**config.mk**
```make
export PLATFORM = sky130hd
export DESIGN_NAME = radio_neighbor_table
export DESIGN_NICKNAME = d
export VERILOG_FILES = /design/src/hw/rtl/rnt_pkg.sv /design/src/hw/rtl/rnt_mem.sv /design/src/hw/rtl/rnt_cfg.sv /design/src/hw/rtl/rnt_ctrl.sv /design/src/hw/rtl/radio_neighbor_table.sv
export VERILOG_INCLUDE_DIRS = /design/src /design/src/hw/rtl
export SDC_FILE = /design/constraint.sdc
export NUM_CORES = 2
export LEC_CHECK = 0
export ABC_AREA = 1
export BUFFER_PORTS_ARGS = -buffer_cell sky130_fd_sc_hd__clkbuf_2
export CAP_MARGIN = 20
export CORE_ASPECT_RATIO = 1.5
export CORE_UTILIZATION = 46
export CTS_CLUSTER_SIZE = 10
export DETAILED_ROUTE_END_ITERATION = 10
export PLACE_DENSITY = 0.71
export SLEW_MARGIN = 30
export SYNTH_ARGS = -nofsm -noshare
export SYNTH_HDL_FRONTEND = slang
export SYNTH_SLANG_ARGS = --single-unit
```
**constraint.sdc**
```tcl
create_clock -name aclk -period 9.2 [get_ports aclk]
set_clock_uncertainty 0.15 [all_clocks]
set_input_delay 1.84 -clock aclk [delete_from_list [all_inputs] [get_ports aclk]]
set_output_delay 1.84 -clock aclk [all_outputs]
set_load 0.1 [all_outputs]
```
**src/hw/rtl/radio_neighbor_table_assert.svh**
```systemverilog
// assertion macros used by the neighbor table controller
`ifndef RADIO_NEIGHBOR_TABLE_ASSERT_SVH
`define RADIO_NEIGHBOR_TABLE_ASSERT_SVH
`ifndef SYNTHESIS
// property must hold at every clock outside reset
`define RNT_ASSERT(label, clk, rstn, prop) \
    label: assert property (@(posedge clk) disable iff (!rstn) prop) \
        else $error("neighbor table assertion failed");
// expression must never be true outside reset
`define RNT_NEVER(label, clk, rstn, expr) \
    label: assert property (@(posedge clk) disable iff (!rstn) !(expr)) \
        else $error("neighbor table assertion failed");
`else
`define RNT_ASSERT(label, clk, rstn, prop)
`define RNT_NEVER(label, clk, rstn, expr)
`endif
`endif

```
**src/hw/rtl/rnt_pkg.sv**
```systemverilog
package rnt_pkg;

    localparam int TABLE_SIZE_DEF = 16;
    localparam int PINNED_MAX_DEF = 4;
    localparam int MAX_RESULTS    = 16;
    localparam int LIM_W          = 5;
    localparam int PIN_REGS       = 4;
    localparam int SLOT_W         = 4;
    localparam int ID_W           = 24;
    localparam int TIME_W         = 32;
    localparam int RSSI_W         = 8;
    localparam int MARGIN_W       = 7;
    localparam int PCOUNT_W       = 3;
    localparam int AVG_SUM_W      = 11;
    localparam int CMP_W          = 10;

    localparam logic [31:0] STALE_RST  = 32'd10000;
    localparam logic [6:0]  MARGIN_RST = 7'd6;

    localparam logic OP_UPSERT = 1'b0;
    localparam logic OP_SNAP   = 1'b1;

    typedef enum logic [2:0] {
        REG_PCOUNT = 3'd0,
        REG_PIN_A  = 3'd1,
        REG_PIN_B  = 3'd2,
        REG_PIN_C  = 3'd3,
        REG_PIN_D  = 3'd4,
        REG_STALE  = 3'd5,
        REG_MARGIN = 3'd6
    } reg_idx_t;

    typedef enum logic [2:0] {
        OC_UPDATED   = 3'd0,
        OC_INSERTED  = 3'd1,
        OC_STALE     = 3'd2,
        OC_WEAKEST   = 3'd3,
        OC_UNTRACKED = 3'd4,
        OC_ENTRY     = 3'd5,
        OC_NONE      = 3'd6
    } outc_t;

    typedef enum logic [2:0] {
        ST_IDLE,
        ST_SCAN,
        ST_DEC,
        ST_PICK,
        ST_EMIT,
        ST_FIN
    } st_t;

    typedef struct packed {
        logic [PCOUNT_W-1:0]            pcount;
        logic [PIN_REGS-1:0][ID_W-1:0]  pin_id;
        logic [TIME_W-1:0]              stale;
        logic [MARGIN_W-1:0]            margin;
    } cfg_t;

    typedef struct packed {
        logic [ID_W-1:0]          id;
        logic [TIME_W-1:0]        htime;
        logic signed [RSSI_W-1:0] avg;
    } ent_t;

    typedef struct packed {
        outc_t                    outcome;
        logic [SLOT_W-1:0]        slot;
        logic [ID_W-1:0]          id;
        logic [TIME_W-1:0]        age;
        logic signed [RSSI_W-1:0] avg;
        logic                     last;
    } res_t;

endpackage

```
**src/hw/rtl/rnt_mem.sv**
```systemverilog
module rnt_mem #(
    parameter int DEPTH = rnt_pkg::TABLE_SIZE_DEF,
    parameter int AW    = 4
) (
    input  logic          clk,
    input  logic          we,
    input  logic [AW-1:0] waddr,
    input  rnt_pkg::ent_t wdata,
    input  logic [AW-1:0] raddr,
    output rnt_pkg::ent_t rdata
);

    rnt_pkg::ent_t mem [DEPTH];

    // write port
    always_ff @(posedge clk) begin
        if (we) begin
            mem[waddr] <= wdata;
        end
    end

    // registered read port
    always_ff @(posedge clk) begin
        rdata <= mem[raddr];
    end

endmodule

```
**src/hw/rtl/rnt_cfg.sv**
```systemverilog
module rnt_cfg (
    input  logic          clk,
    input  logic          rstn,
    input  logic          psel,
    input  logic          penable,
    input  logic          pwrite,
    input  logic [4:0]    paddr,
    input  logic [31:0]   pwdata,
    output logic [31:0]   prdata,
    output logic          pready,
    output rnt_pkg::cfg_t cfg
);

    rnt_pkg::cfg_t    cfg_reg;
    rnt_pkg::reg_idx_t idx;
    logic             wr;

    assign idx    = rnt_pkg::reg_idx_t'(paddr[4:2]);
    assign wr     = psel && penable && pwrite;
    assign pready = 1'b1;
    assign cfg    = cfg_reg;

    // register writes
    always_ff @(posedge clk) begin
        if (!rstn) begin
            cfg_reg.pcount <= '0;
            cfg_reg.pin_id <= '0;
            cfg_reg.stale  <= rnt_pkg::STALE_RST;
            cfg_reg.margin <= rnt_pkg::MARGIN_RST;
        end else if (wr) begin
            unique case (idx)
                rnt_pkg::REG_PCOUNT: cfg_reg.pcount    <= pwdata[rnt_pkg::PCOUNT_W-1:0];
                rnt_pkg::REG_PIN_A:  cfg_reg.pin_id[0] <= pwdata[rnt_pkg::ID_W-1:0];
                rnt_pkg::REG_PIN_B:  cfg_reg.pin_id[1] <= pwdata[rnt_pkg::ID_W-1:0];
                rnt_pkg::REG_PIN_C:  cfg_reg.pin_id[2] <= pwdata[rnt_pkg::ID_W-1:0];
                rnt_pkg::REG_PIN_D:  cfg_reg.pin_id[3] <= pwdata[rnt_pkg::ID_W-1:0];
                rnt_pkg::REG_STALE:  cfg_reg.stale     <= pwdata;
                rnt_pkg::REG_MARGIN: cfg_reg.margin    <= pwdata[rnt_pkg::MARGIN_W-1:0];
                default: ;
            endcase
        end
    end

    // register reads
    always_comb begin
        prdata = '0;
        unique case (idx)
            rnt_pkg::REG_PCOUNT: prdata = 32'(cfg_reg.pcount);
            rnt_pkg::REG_PIN_A:  prdata = 32'(cfg_reg.pin_id[0]);
            rnt_pkg::REG_PIN_B:  prdata = 32'(cfg_reg.pin_id[1]);
            rnt_pkg::REG_PIN_C:  prdata = 32'(cfg_reg.pin_id[2]);
            rnt_pkg::REG_PIN_D:  prdata = 32'(cfg_reg.pin_id[3]);
            rnt_pkg::REG_STALE:  prdata = cfg_reg.stale;
            rnt_pkg::REG_MARGIN: prdata = 32'(cfg_reg.margin);
            default:             prdata = '0;
        endcase
    end

endmodule

```
**src/hw/rtl/rnt_ctrl.sv**
```systemverilog
`include "radio_neighbor_table_assert.svh"

module rnt_ctrl #(
    parameter int TABLE_SIZE = rnt_pkg::TABLE_SIZE_DEF,
    parameter int PINNED_MAX = rnt_pkg::PINNED_MAX_DEF,
    localparam int IDX_W = (TABLE_SIZE > 1) ? $clog2(TABLE_SIZE) : 1
) (
    input  logic                    clk,
    input  logic                    rstn,
    input  rnt_pkg::cfg_t           cfg,
    input  logic                    s_valid,
    output logic                    s_ready,
    input  logic                    s_op,
    input  logic [23:0]             s_id,
    input  logic [31:0]             s_now,
    input  logic signed [7:0]       s_rssi,
    input  logic [31:0]             s_fresh,
    input  logic [7:0]              s_max,
    output logic                    m_valid,
    input  logic                    m_ready,
    output rnt_pkg::res_t           m_res,
    output logic [IDX_W-1:0]        rd_addr,
    input  rnt_pkg::ent_t           rd_data,
    output logic                    we,
    output logic [IDX_W-1:0]        wr_addr,
    output rnt_pkg::ent_t           wr_data
);

    localparam int CNT_W = $clog2(TABLE_SIZE + 1);
    localparam int PW    = (PINNED_MAX > 1) ? $clog2(PINNED_MAX) : 1;
    localparam int SW    = rnt_pkg::SLOT_W;
    localparam int LW    = rnt_pkg::LIM_W;
    localparam int AW    = rnt_pkg::AVG_SUM_W;
    localparam int CW    = rnt_pkg::CMP_W;

    rnt_pkg::st_t st_reg, st_next;

    // latched item
    logic              op_reg;
    logic [23:0]       id_reg;
    logic [31:0]       now_reg;
    logic signed [7:0] rssi_reg;
    logic [31:0]       fresh_reg;
    logic [LW-1:0]     lim_reg;
    logic [LW-1:0]     lim_in;

    // scan pipeline
    logic [CNT_W-1:0]  a_reg;
    logic              ev_vld_reg;
    logic [IDX_W-1:0]  ev_idx_reg;
    logic              issue, ev, done;

    logic [TABLE_SIZE-1:0] used_reg, taken_reg;

    // search results
    logic              m_f_reg, f_f_reg, s_f_reg, w_f_reg, b_f_reg;
    logic [IDX_W-1:0]  m_idx_reg, f_idx_reg, s_idx_reg, w_idx_reg, b_idx_reg;
    logic signed [7:0] m_avg_reg, w_avg_reg, b_avg_reg;
    logic [31:0]       s_age_reg, b_age_reg;
    logic [23:0]       b_id_reg;
    logic [PINNED_MAX-1:0] pf_reg;
    logic [IDX_W-1:0]  pslot_reg [PINNED_MAX];
    logic [31:0]       page_reg  [PINNED_MAX];
    logic signed [7:0] pavg_reg  [PINNED_MAX];

    logic              tk_m, tk_f, tk_s, tk_w, tk_b;
    logic [PINNED_MAX-1:0] tk_l;
    logic              e_used, e_pin;
    logic [31:0]       e_age;

    // emit control
    logic [LW-1:0]     n_reg;
    logic [2:0]        p_reg;
    logic [2:0]        pins;
    logic              pend_vld_reg;
    rnt_pkg::res_t     pend_reg, cand, out_data, dec_res, out_reg;
    logic              m_valid_reg, out_free, out_push;
    logic              pend_load, n_inc, p_inc, taken_set, scan_clr, accept;
    logic              lane_ok;
    logic [PW-1:0]     li;

    // decision logic
    logic signed [AW-1:0] sx, sum, q;
    logic signed [7:0]    navg;
    logic                 beats;
    logic                 dec_we;
    logic [IDX_W-1:0]     dec_idx;
    rnt_pkg::ent_t        dec_ent;

    assign s_ready  = (st_reg == rnt_pkg::ST_IDLE);
    assign accept   = s_valid && s_ready;
    assign m_valid  = m_valid_reg;
    assign m_res    = out_reg;
    assign out_free = !m_valid_reg || m_ready;
    assign lim_in   = (s_max > 8'(rnt_pkg::MAX_RESULTS)) ? LW'(rnt_pkg::MAX_RESULTS)
                                                         : s_max[LW-1:0];
    assign pins     = (cfg.pcount > 3'(PINNED_MAX)) ? 3'(PINNED_MAX) : cfg.pcount;

    // read address walk over the table
    assign issue   = (st_reg == rnt_pkg::ST_SCAN) && (a_reg != CNT_W'(TABLE_SIZE));
    assign ev      = (st_reg == rnt_pkg::ST_SCAN) && ev_vld_reg;
    assign done    = ev && (a_reg == CNT_W'(TABLE_SIZE));
    assign rd_addr = a_reg[IDX_W-1:0];

    // per-entry evaluation of the word read back
    always_comb begin
        e_used = used_reg[ev_idx_reg];
        e_age  = now_reg - rd_data.htime;
        e_pin  = 1'b0;
        for (int p = 0; p < PINNED_MAX; p++) begin
            if (3'(p) < cfg.pcount && cfg.pin_id[p] == rd_data.id) begin
                e_pin = 1'b1;
            end
        end
        tk_m = ev && e_used && rd_data.id == id_reg && !m_f_reg;
        tk_f = ev && !e_used && !f_f_reg;
        tk_s = ev && e_age >= cfg.stale && (!s_f_reg || e_age > s_age_reg);
        tk_w = ev && !e_pin && (!w_f_reg || rd_data.avg < w_avg_reg);
        tk_b = ev && e_used && !taken_reg[ev_idx_reg] && e_age < fresh_reg
               && (!b_f_reg || rd_data.avg > b_avg_reg);
        for (int p = 0; p < PINNED_MAX; p++) begin
            tk_l[p] = ev && 3'(p) < cfg.pcount && e_used
                      && rd_data.id == cfg.pin_id[p] && !pf_reg[p];
        end
    end

    // upsert decision: update, free slot, stale, weakest, or untracked
    always_comb begin
        sx    = AW'(m_avg_reg);
        sum   = (sx <<< 3) - sx + AW'(rssi_reg);
        q     = (sum < 0) ? ((sum + AW'(7)) >>> 3) : (sum >>> 3);
        navg  = q[7:0];
        beats = CW'(rssi_reg) > (CW'(w_avg_reg) + $signed(CW'(cfg.margin)));
        dec_we  = 1'b1;
        dec_idx = '0;
        dec_ent.id    = id_reg;
        dec_ent.htime = now_reg;
        dec_ent.avg   = rssi_reg;
        dec_res       = '0;
        dec_res.id    = id_reg;
        dec_res.last  = 1'b1;
        if (m_f_reg) begin
            dec_idx         = m_idx_reg;
            dec_ent.avg     = navg;
            dec_res.outcome = rnt_pkg::OC_UPDATED;
        end else if (f_f_reg) begin
            dec_idx         = f_idx_reg;
            dec_res.outcome = rnt_pkg::OC_INSERTED;
        end else if (s_f_reg) begin
            dec_idx         = s_idx_reg;
            dec_res.outcome = rnt_pkg::OC_STALE;
        end else if (w_f_reg && beats) begin
            dec_idx         = w_idx_reg;
            dec_res.outcome = rnt_pkg::OC_WEAKEST;
        end else begin
            dec_we          = 1'b0;
            dec_res.outcome = rnt_pkg::OC_UNTRACKED;
        end
        dec_res.slot = dec_we ? SW'(dec_idx) : '0;
        dec_res.avg  = dec_we ? dec_ent.avg : '0;
    end

    // pinned lane candidate
    always_comb begin
        li      = p_reg[PW-1:0];
        lane_ok = pf_reg[li] && (page_reg[li] < fresh_reg);
    end

    // state machine: next state and control strobes
    always_comb begin
        st_next   = st_reg;
        out_push  = 1'b0;
        out_data  = pend_reg;
        cand      = '0;
        pend_load = 1'b0;
        n_inc     = 1'b0;
        p_inc     = 1'b0;
        taken_set = 1'b0;
        scan_clr  = 1'b0;
        we        = 1'b0;
        wr_addr   = dec_idx;
        wr_data   = dec_ent;
        unique case (st_reg)
            rnt_pkg::ST_IDLE: begin
                if (s_valid) begin
                    scan_clr = 1'b1;
                    if (s_op == rnt_pkg::OP_SNAP && lim_in == '0) begin
                        st_next = rnt_pkg::ST_FIN;
                    end else begin
                        st_next = rnt_pkg::ST_SCAN;
                    end
                end
            end
            rnt_pkg::ST_SCAN: begin
                if (done) begin
                    if (op_reg == rnt_pkg::OP_UPSERT) begin
                        st_next = rnt_pkg::ST_DEC;
                    end else if (pins != '0) begin
                        st_next = rnt_pkg::ST_EMIT;
                    end else begin
                        st_next = rnt_pkg::ST_PICK;
                    end
                end
            end
            rnt_pkg::ST_DEC: begin
                if (out_free) begin
                    out_push = 1'b1;
                    out_data = dec_res;
                    we       = dec_we;
                    st_next  = rnt_pkg::ST_IDLE;
                end
            end
            rnt_pkg::ST_PICK: begin
                if (!b_f_reg) begin
                    st_next = rnt_pkg::ST_FIN;
                end else if (!pend_vld_reg || out_free) begin
                    cand.outcome = rnt_pkg::OC_ENTRY;
                    cand.slot    = SW'(b_idx_reg);
                    cand.id      = b_id_reg;
                    cand.age     = b_age_reg;
                    cand.avg     = b_avg_reg;
                    pend_load    = 1'b1;
                    out_push     = pend_vld_reg;
                    taken_set    = 1'b1;
                    n_inc        = 1'b1;
                    if (n_reg + LW'(1) == lim_reg) begin
                        st_next = rnt_pkg::ST_FIN;
                    end else begin
                        scan_clr = 1'b1;
                        st_next  = rnt_pkg::ST_SCAN;
                    end
                end
            end
            rnt_pkg::ST_EMIT: begin
                if (p_reg == pins || n_reg == lim_reg) begin
                    st_next = rnt_pkg::ST_FIN;
                end else if (!lane_ok) begin
                    p_inc = 1'b1;
                end else if (!pend_vld_reg || out_free) begin
                    cand.outcome = rnt_pkg::OC_ENTRY;
                    cand.slot    = SW'(pslot_reg[li]);
                    cand.id      = cfg.pin_id[li];
                    cand.age     = page_reg[li];
                    cand.avg     = pavg_reg[li];
                    pend_load    = 1'b1;
                    out_push     = pend_vld_reg;
                    n_inc        = 1'b1;
                    p_inc        = 1'b1;
                end
            end
            rnt_pkg::ST_FIN: begin
                if (out_free) begin
                    out_push = 1'b1;
                    if (pend_vld_reg) begin
                        out_data      = pend_reg;
                        out_data.last = 1'b1;
                    end else begin
                        out_data         = '0;
                        out_data.outcome = rnt_pkg::OC_NONE;
                        out_data.last    = 1'b1;
                    end
                    st_next = rnt_pkg::ST_IDLE;
                end
            end
            default: st_next = rnt_pkg::ST_IDLE;
        endcase
    end

    // control registers
    always_ff @(posedge clk) begin
        if (!rstn) begin
            st_reg       <= rnt_pkg::ST_IDLE;
            m_valid_reg  <= 1'b0;
            used_reg     <= '0;
            taken_reg    <= '0;
            a_reg        <= '0;
            ev_vld_reg   <= 1'b0;
            m_f_reg      <= 1'b0;
            f_f_reg      <= 1'b0;
            s_f_reg      <= 1'b0;
            w_f_reg      <= 1'b0;
            b_f_reg      <= 1'b0;
            pf_reg       <= '0;
            n_reg        <= '0;
            p_reg        <= '0;
            lim_reg      <= '0;
            pend_vld_reg <= 1'b0;
        end else begin
            st_reg <= st_next;
            // output word register
            if (out_push) begin
                m_valid_reg <= 1'b1;
            end else if (m_ready) begin
                m_valid_reg <= 1'b0;
            end
            if (we) begin
                used_reg[wr_addr] <= 1'b1;
            end
            if (accept) begin
                taken_reg    <= '0;
                n_reg        <= '0;
                p_reg        <= '0;
                lim_reg      <= lim_in;
                pend_vld_reg <= 1'b0;
            end else begin
                if (taken_set) taken_reg[b_idx_reg] <= 1'b1;
                if (n_inc)     n_reg <= n_reg + LW'(1);
                if (p_inc)     p_reg <= p_reg + 3'd1;
                if (pend_load) pend_vld_reg <= 1'b1;
            end
            // scan counters and found flags
            if (scan_clr) begin
                a_reg      <= '0;
                ev_vld_reg <= 1'b0;
                m_f_reg    <= 1'b0;
                f_f_reg    <= 1'b0;
                s_f_reg    <= 1'b0;
                w_f_reg    <= 1'b0;
                b_f_reg    <= 1'b0;
                pf_reg     <= '0;
            end else begin
                ev_vld_reg <= issue;
                if (issue) a_reg <= a_reg + CNT_W'(1);
                if (tk_m) m_f_reg <= 1'b1;
                if (tk_f) f_f_reg <= 1'b1;
                if (tk_s) s_f_reg <= 1'b1;
                if (tk_w) w_f_reg <= 1'b1;
                if (tk_b) b_f_reg <= 1'b1;
                pf_reg <= pf_reg | tk_l;
            end
        end
    end

    // payload registers
    always_ff @(posedge clk) begin
        ev_idx_reg <= a_reg[IDX_W-1:0];
        if (accept) begin
            op_reg    <= s_op;
            id_reg    <= s_id;
            now_reg   <= s_now;
            rssi_reg  <= s_rssi;
            fresh_reg <= s_fresh;
        end
        if (out_push) out_reg <= out_data;
        if (pend_load) pend_reg <= cand;
        if (tk_m) begin
            m_idx_reg <= ev_idx_reg;
            m_avg_reg <= rd_data.avg;
        end
        if (tk_f) f_idx_reg <= ev_idx_reg;
        if (tk_s) begin
            s_idx_reg <= ev_idx_reg;
            s_age_reg <= e_age;
        end
        if (tk_w) begin
            w_idx_reg <= ev_idx_reg;
            w_avg_reg <= rd_data.avg;
        end
        if (tk_b) begin
            b_idx_reg <= ev_idx_reg;
            b_id_reg  <= rd_data.id;
            b_age_reg <= e_age;
            b_avg_reg <= rd_data.avg;
        end
        for (int p = 0; p < PINNED_MAX; p++) begin
            if (tk_l[p]) begin
                pslot_reg[p] <= ev_idx_reg;
                page_reg[p]  <= e_age;
                pavg_reg[p]  <= rd_data.avg;
            end
        end
    end

    `RNT_ASSERT(a_push_room, clk, rstn, out_push |-> (!m_valid_reg || m_ready))
    `RNT_ASSERT(a_count_limit, clk, rstn, n_reg <= lim_reg)
    `RNT_ASSERT(a_write_ends, clk, rstn, we |=> (st_reg == rnt_pkg::ST_IDLE))
    `RNT_ASSERT(a_one_item, clk, rstn, accept |=> !s_ready)
    `RNT_NEVER(a_pick_found, clk, rstn, taken_set && !b_f_reg)

endmodule

```
**src/hw/rtl/radio_neighbor_table.sv**
```systemverilog
// Radio neighbor table. Entries (id, last-heard time, rssi average) live in one
// synchronous memory with a single read port; every item but a snapshot with a
// zero limit walks the whole table through that port, one entry per cycle. An
// upsert writes the chosen slot back at its end, when its result is pushed out.
// A snapshot with pinned ids makes one walk and then reports the fresh pinned
// ids that it found; strongest-first takes one walk per reported entry.
// Results leave through an output register, and each word carries last on the
// final result of its item. Configuration must be written over the APB port
// only while no item is in flight; the block itself does not enforce this.
module radio_neighbor_table #(
    parameter int TABLE_SIZE = rnt_pkg::TABLE_SIZE_DEF,
    parameter int PINNED_MAX = rnt_pkg::PINNED_MAX_DEF
) (
    input  logic               aclk,
    input  logic               aresetn,
    input  logic               psel,
    input  logic               penable,
    input  logic               pwrite,
    input  logic [4:0]         paddr,
    input  logic [31:0]        pwdata,
    output logic [31:0]        prdata,
    output logic               pready,
    input  logic               s_valid,
    output logic               s_ready,
    input  logic               s_operation,
    input  logic [23:0]        s_node_id,
    input  logic [31:0]        s_now_ms,
    input  logic signed [7:0]  s_rssi,
    input  logic [31:0]        s_fresh_ms,
    input  logic [7:0]         s_max_out,
    output logic               m_valid,
    input  logic               m_ready,
    output logic [2:0]         m_outcome,
    output logic [3:0]         m_slot,
    output logic [23:0]        m_entry_id,
    output logic [31:0]        m_age_ms,
    output logic signed [7:0]  m_rssi_avg,
    output logic               m_last
);

    localparam int IDX_W = (TABLE_SIZE > 1) ? $clog2(TABLE_SIZE) : 1;

    rnt_pkg::cfg_t    cfg;
    rnt_pkg::res_t    res;
    rnt_pkg::ent_t    rd_data, wr_data;
    logic [IDX_W-1:0] rd_addr, wr_addr;
    logic             we;

    // configuration registers
    rnt_cfg u_cfg (
        .clk     (aclk),
        .rstn    (aresetn),
        .psel    (psel),
        .penable (penable),
        .pwrite  (pwrite),
        .paddr   (paddr),
        .pwdata  (pwdata),
        .prdata  (prdata),
        .pready  (pready),
        .cfg     (cfg)
    );

    // table storage
    rnt_mem #(
        .DEPTH (TABLE_SIZE),
        .AW    (IDX_W)
    ) u_mem (
        .clk   (aclk),
        .we    (we),
        .waddr (wr_addr),
        .wdata (wr_data),
        .raddr (rd_addr),
        .rdata (rd_data)
    );

    // sequencer
    rnt_ctrl #(
        .TABLE_SIZE (TABLE_SIZE),
        .PINNED_MAX (PINNED_MAX)
    ) u_ctrl (
        .clk     (aclk),
        .rstn    (aresetn),
        .cfg     (cfg),
        .s_valid (s_valid),
        .s_ready (s_ready),
        .s_op    (s_operation),
        .s_id    (s_node_id),
        .s_now   (s_now_ms),
        .s_rssi  (s_rssi),
        .s_fresh (s_fresh_ms),
        .s_max   (s_max_out),
        .m_valid (m_valid),
        .m_ready (m_ready),
        .m_res   (res),
        .rd_addr (rd_addr),
        .rd_data (rd_data),
        .we      (we),
        .wr_addr (wr_addr),
        .wr_data (wr_data)
    );

    assign m_outcome  = res.outcome;
    assign m_slot     = res.slot;
    assign m_entry_id = res.id;
    assign m_age_ms   = res.age;
    assign m_rssi_avg = res.avg;
    assign m_last     = res.last;

endmodule
```
==> summary.md <==
| Metric | Value |
|---|---|
| Adder-cell area share of the yosys netlist | `3.55%` |
| Detail Route Antenna Nets | `0` |
| Mapped Cells | `roughly 6.6k` |
| CP Launch Type | `register` |
| Worst EP arrival | `approximately 7 ns` |
| Area of the multi-input gates | `approximately 22000 sq um` |
| Max_slew headroom | `29.6%` |
| Min Tclk post-route | `6.66 ns` |
| CTS Buffer Depth | `3` |
| Fraction of layout cells with a size suffix above 1 | `9.84%` |
| Status | `finished, final reports clean` |
| CTS H-tree depth | `4` |
| First-pass DRT Iterations | `8` |
| Post-route setup slack | `2.54 ns` |
| Final period util | `between 70% and 80%` |
| Syn. warnings | `0` |
| TritonCTS clock tree | `done` |
| Worst-path fanout max | `47` |
| Dominant cell by count in the synthesized netlist | `edfxtp_1` |
| EDFF count, synth | `1570` |
| Die width | `around 340 um` |
| Top post-synthesis cells by area | `edfxtp_1, dfxtp_1, o21ai_0` |
| CP Class | `reg2reg` |
| Met2 Usage GRT | `44.7%` |
| Sequential-to-total area share from yosys stat | `67.9%` |
| Cell taking the most area after synthesis | `edfxtp_1` |
| GR Layer Usage met3 | `roughly 4%` |
| Mapped Avg Cell Area | `11.7 sq um` |
| Slew @ Worst Pin | `between 1 and 1.5 ns` |
| Routed wire length | `233000 um` |
| Largest family of logic cells by synthesized area | `compound AO/OA/AOI/OAI gates` |
| Core area | `about 170000 sq um` |
| Pleak | `31.0 nW` |
| Die area | `around 170000 sq um` |
| Final HPWL DP | `144000 um` |
| Num CTS Buffers | `203` |
| Yosys top cell area share | `60.9%` |
| Setup-failing EPs final | `0` |
| Postcts setup bufs | `0` |
| Number of fill cells in the layout | `about 14k` |
| CP Data Required Time | `between 9 and 10 ns` |
| Reg clk slew, reported paths | `0.06 ns` |
| DRC | `0` |
| Initial antenna violation count | `13` |
| Setup TNS | `0 ns` |
| Avg Vias per Cell | `5.92` |
| Root buffer cell | `clkbuf_16` |
| Initial drt markers | `6012` |
| Initial Util | `46.3%` |
| Hold crit path type | `reg2reg` |
| Vias in the first global route | `53.3k` |
| Largest net degree at the start of global routing | `between 200 and 250` |
| Ports | `256` |
| Xor and xnor fraction of the mapped netlist area | `1.24%` |
| Die Ht | `505 um` |
| Vias | `54.8k` |
| Multiplexer share of the synthesized area | `0%` |
| Place WS | `2.56 ns` |
| Largest register FFs | `1024` |
| VDD IR-drop max | `0.265 mV` |
| I/O Buffers | `252` |
| Register Area | `52600 sq um` |
| Clk sink count | `1843` |
| Reg2Reg Depth | `17` |
| Syn nets | `7003` |
| Post-synthesis compound-gate area fraction | `13.3%` |
| Area delta synth->final | `12.5%` |
| PwrDens | `273 nW/um^2` |
| GR Overflow Total | `0` |
| Clk_lat worst skew | `around 0.84 ns` |
| Placer congestion estimate | `1.01` |
| Cell variety after synth | `64` |
| Post-CTS resize count | `0` |
| Leading register cell type out of synthesis | `edfxtp_1` |
| Hold Path Depth | `0` |
| Nets | `a little over 7k` |
| Synth Cell Area | `approximately 77000 sq um` |
| Max-cap violation count | `0` |
| Crit path capture type | `register` |
| Yosys reg bits | `1843` |
| RSZ-0062 raised after global routing | `no` |
| Rows | `184` |
| Most instantiated cells after synthesis | `edfxtp_1, nor2_1, o21ai_0, nand2_1, inv_1` |
| Hold-fix buffers, CTS | `0` |
| Routed len/inst | `25.1 um` |
| Simple-gate area share of the yosys netlist | `9.84%` |
| Met1 usage | `32.8%` |
| Ys async rst share | `0%` |
| Most Used Layer, Global Route | `met2` |
| Hold Vio Cnt, Final | `0` |
| Final Slew Violations | `0` |
| Max Clk Rate | `0.150 GHz` |
| GRT Util Overall | `a little over a quarter` |
| First-pass GRT wire length | `between 300000 and 400000 um` |
power by group:
group	switching, W	internal, W	total (W)
Sequential	0.000544	0.0100	0.0106
Combinational	0.00427	0.00151	0.00579
Clock	0.00324	0.00420	0.00744
worst max-delay path, stage by stage, from the launching register on:
cell and delay [ns]:
edfxtp_1 0.64, ha_1 0.46, nand2_1 0.14, nor4_1 0.44, nand2_1 0.10, o211ai_1 0.59, a21oi_1 0.22, xnor2_2 0.68
ha_1 0.37, nand2_1 0.09, o21a_1 0.13, nor2_1 0.04, a211oi_1 0.19, o21ai_0 0.11, nor2_1 0.15, nand4_1 0.21
nor2_4 0.66, buf_4 0.75
final timing paths:
| kind | slack, ns | from | to |
|---|---|---|---|
| max | 2.54 | u_ctrl.now_reg[16] | u_ctrl.b_id_reg[19] |
| min | 0.27 | u_ctrl.a_reg[3] | u_ctrl.ev_idx_reg[3] |
| max reg2reg | 2.54 | u_ctrl.now_reg[16] | u_ctrl.b_id_reg[19] |
| min reg2reg | 0.27 | u_ctrl.a_reg[3] | u_ctrl.ev_idx_reg[3] |
placed cells by master, fill, tap and decap left out, types with 8 or more instances in the layout:
cell type / synthesis / layout
a211oi_1: 14 / 14
a21oi_1: 329 / 326
a221oi_1: 23 / 23
a22o_1: 52 / 52
a31oi_1: 9 / 9
buf_4: 5 / 99
clkbuf_1: 290 / 140
clkbuf_16: 0 / 207
clkbuf_2: 0 / 251
clkinv_16: 0 / 8
clkinv_2: 0 / 13
dfxtp_1: 273 / 268
edfxtp_1: 1570 / 1570
fa_1: 10 / 10
ha_1: 204 / 204
inv_1: 473 / 449
inv_2: 18 / 21
nand2_1: 591 / 591
nand3_1: 196 / 196
nand4_1: 44 / 44
nor2_1: 921 / 912
nor2_2: 7 / 10
nor3_1: 32 / 32
nor4_1: 20 / 20
o2111ai_1: 15 / 15
o211ai_1: 37 / 37
o21ai_0: 899 / 898
o21ai_1: 13 / 12
o221ai_1: 110 / 110
o22ai_1: 232 / 232
o31ai_2: 12 / 12
or2_2: 10 / 10
xnor2_1: 46 / 44
xor2_1: 62 / 60
logic make-up (layout without fill, tap and decap cells):
family | Yosys count | after routing
flops | 1843 | 1843
buf+inv | 837 | 1211
xor+xnor | 109 | 109
simple gates | 1857 | 1857
compound gates | 1779 | 1779
other cells | 1 | 6
fa+ha+maj | 214 | 214
through the flow:
stage	cell area [sq um]	instances	hold slack, ns	power [W]	utilization (%)
floorplan	77500	6640	0.201	0.0143	-
global placement	81100	8883	0.264	0.0162	48.4
detailed placement	81100	8884	0.263	0.0164	48.5
CTS	87100	9246	0.270	0.0238	52.1
global route	87200	9247	0.267	0.0247	52.1
finish	87200	9251	0.269	0.0238	52.1
per-layer routing:
layer  vias up  share of wire (%)
met5         -              0.040
met4        16                6.3
met3       641                8.1
met2      2829                 49
met1     26900                 37
li1      24400                  -
final cells by class:
cell class | instances | share of cell area [%]
Antenna cell | 5 | 0.0144
Clock buffer | 347 | 6.54
Clock inverter | 15 | 0.359
Inverter | 494 | 2.20
Multi-Input combinational cell | 3960 | 24.9
Sequential cell | 1843 | 60.4
Tap cell | 2232 | 3.20
Timing Repair Buffer | 355 | 2.38
Power figures use the tool's default switching activity.
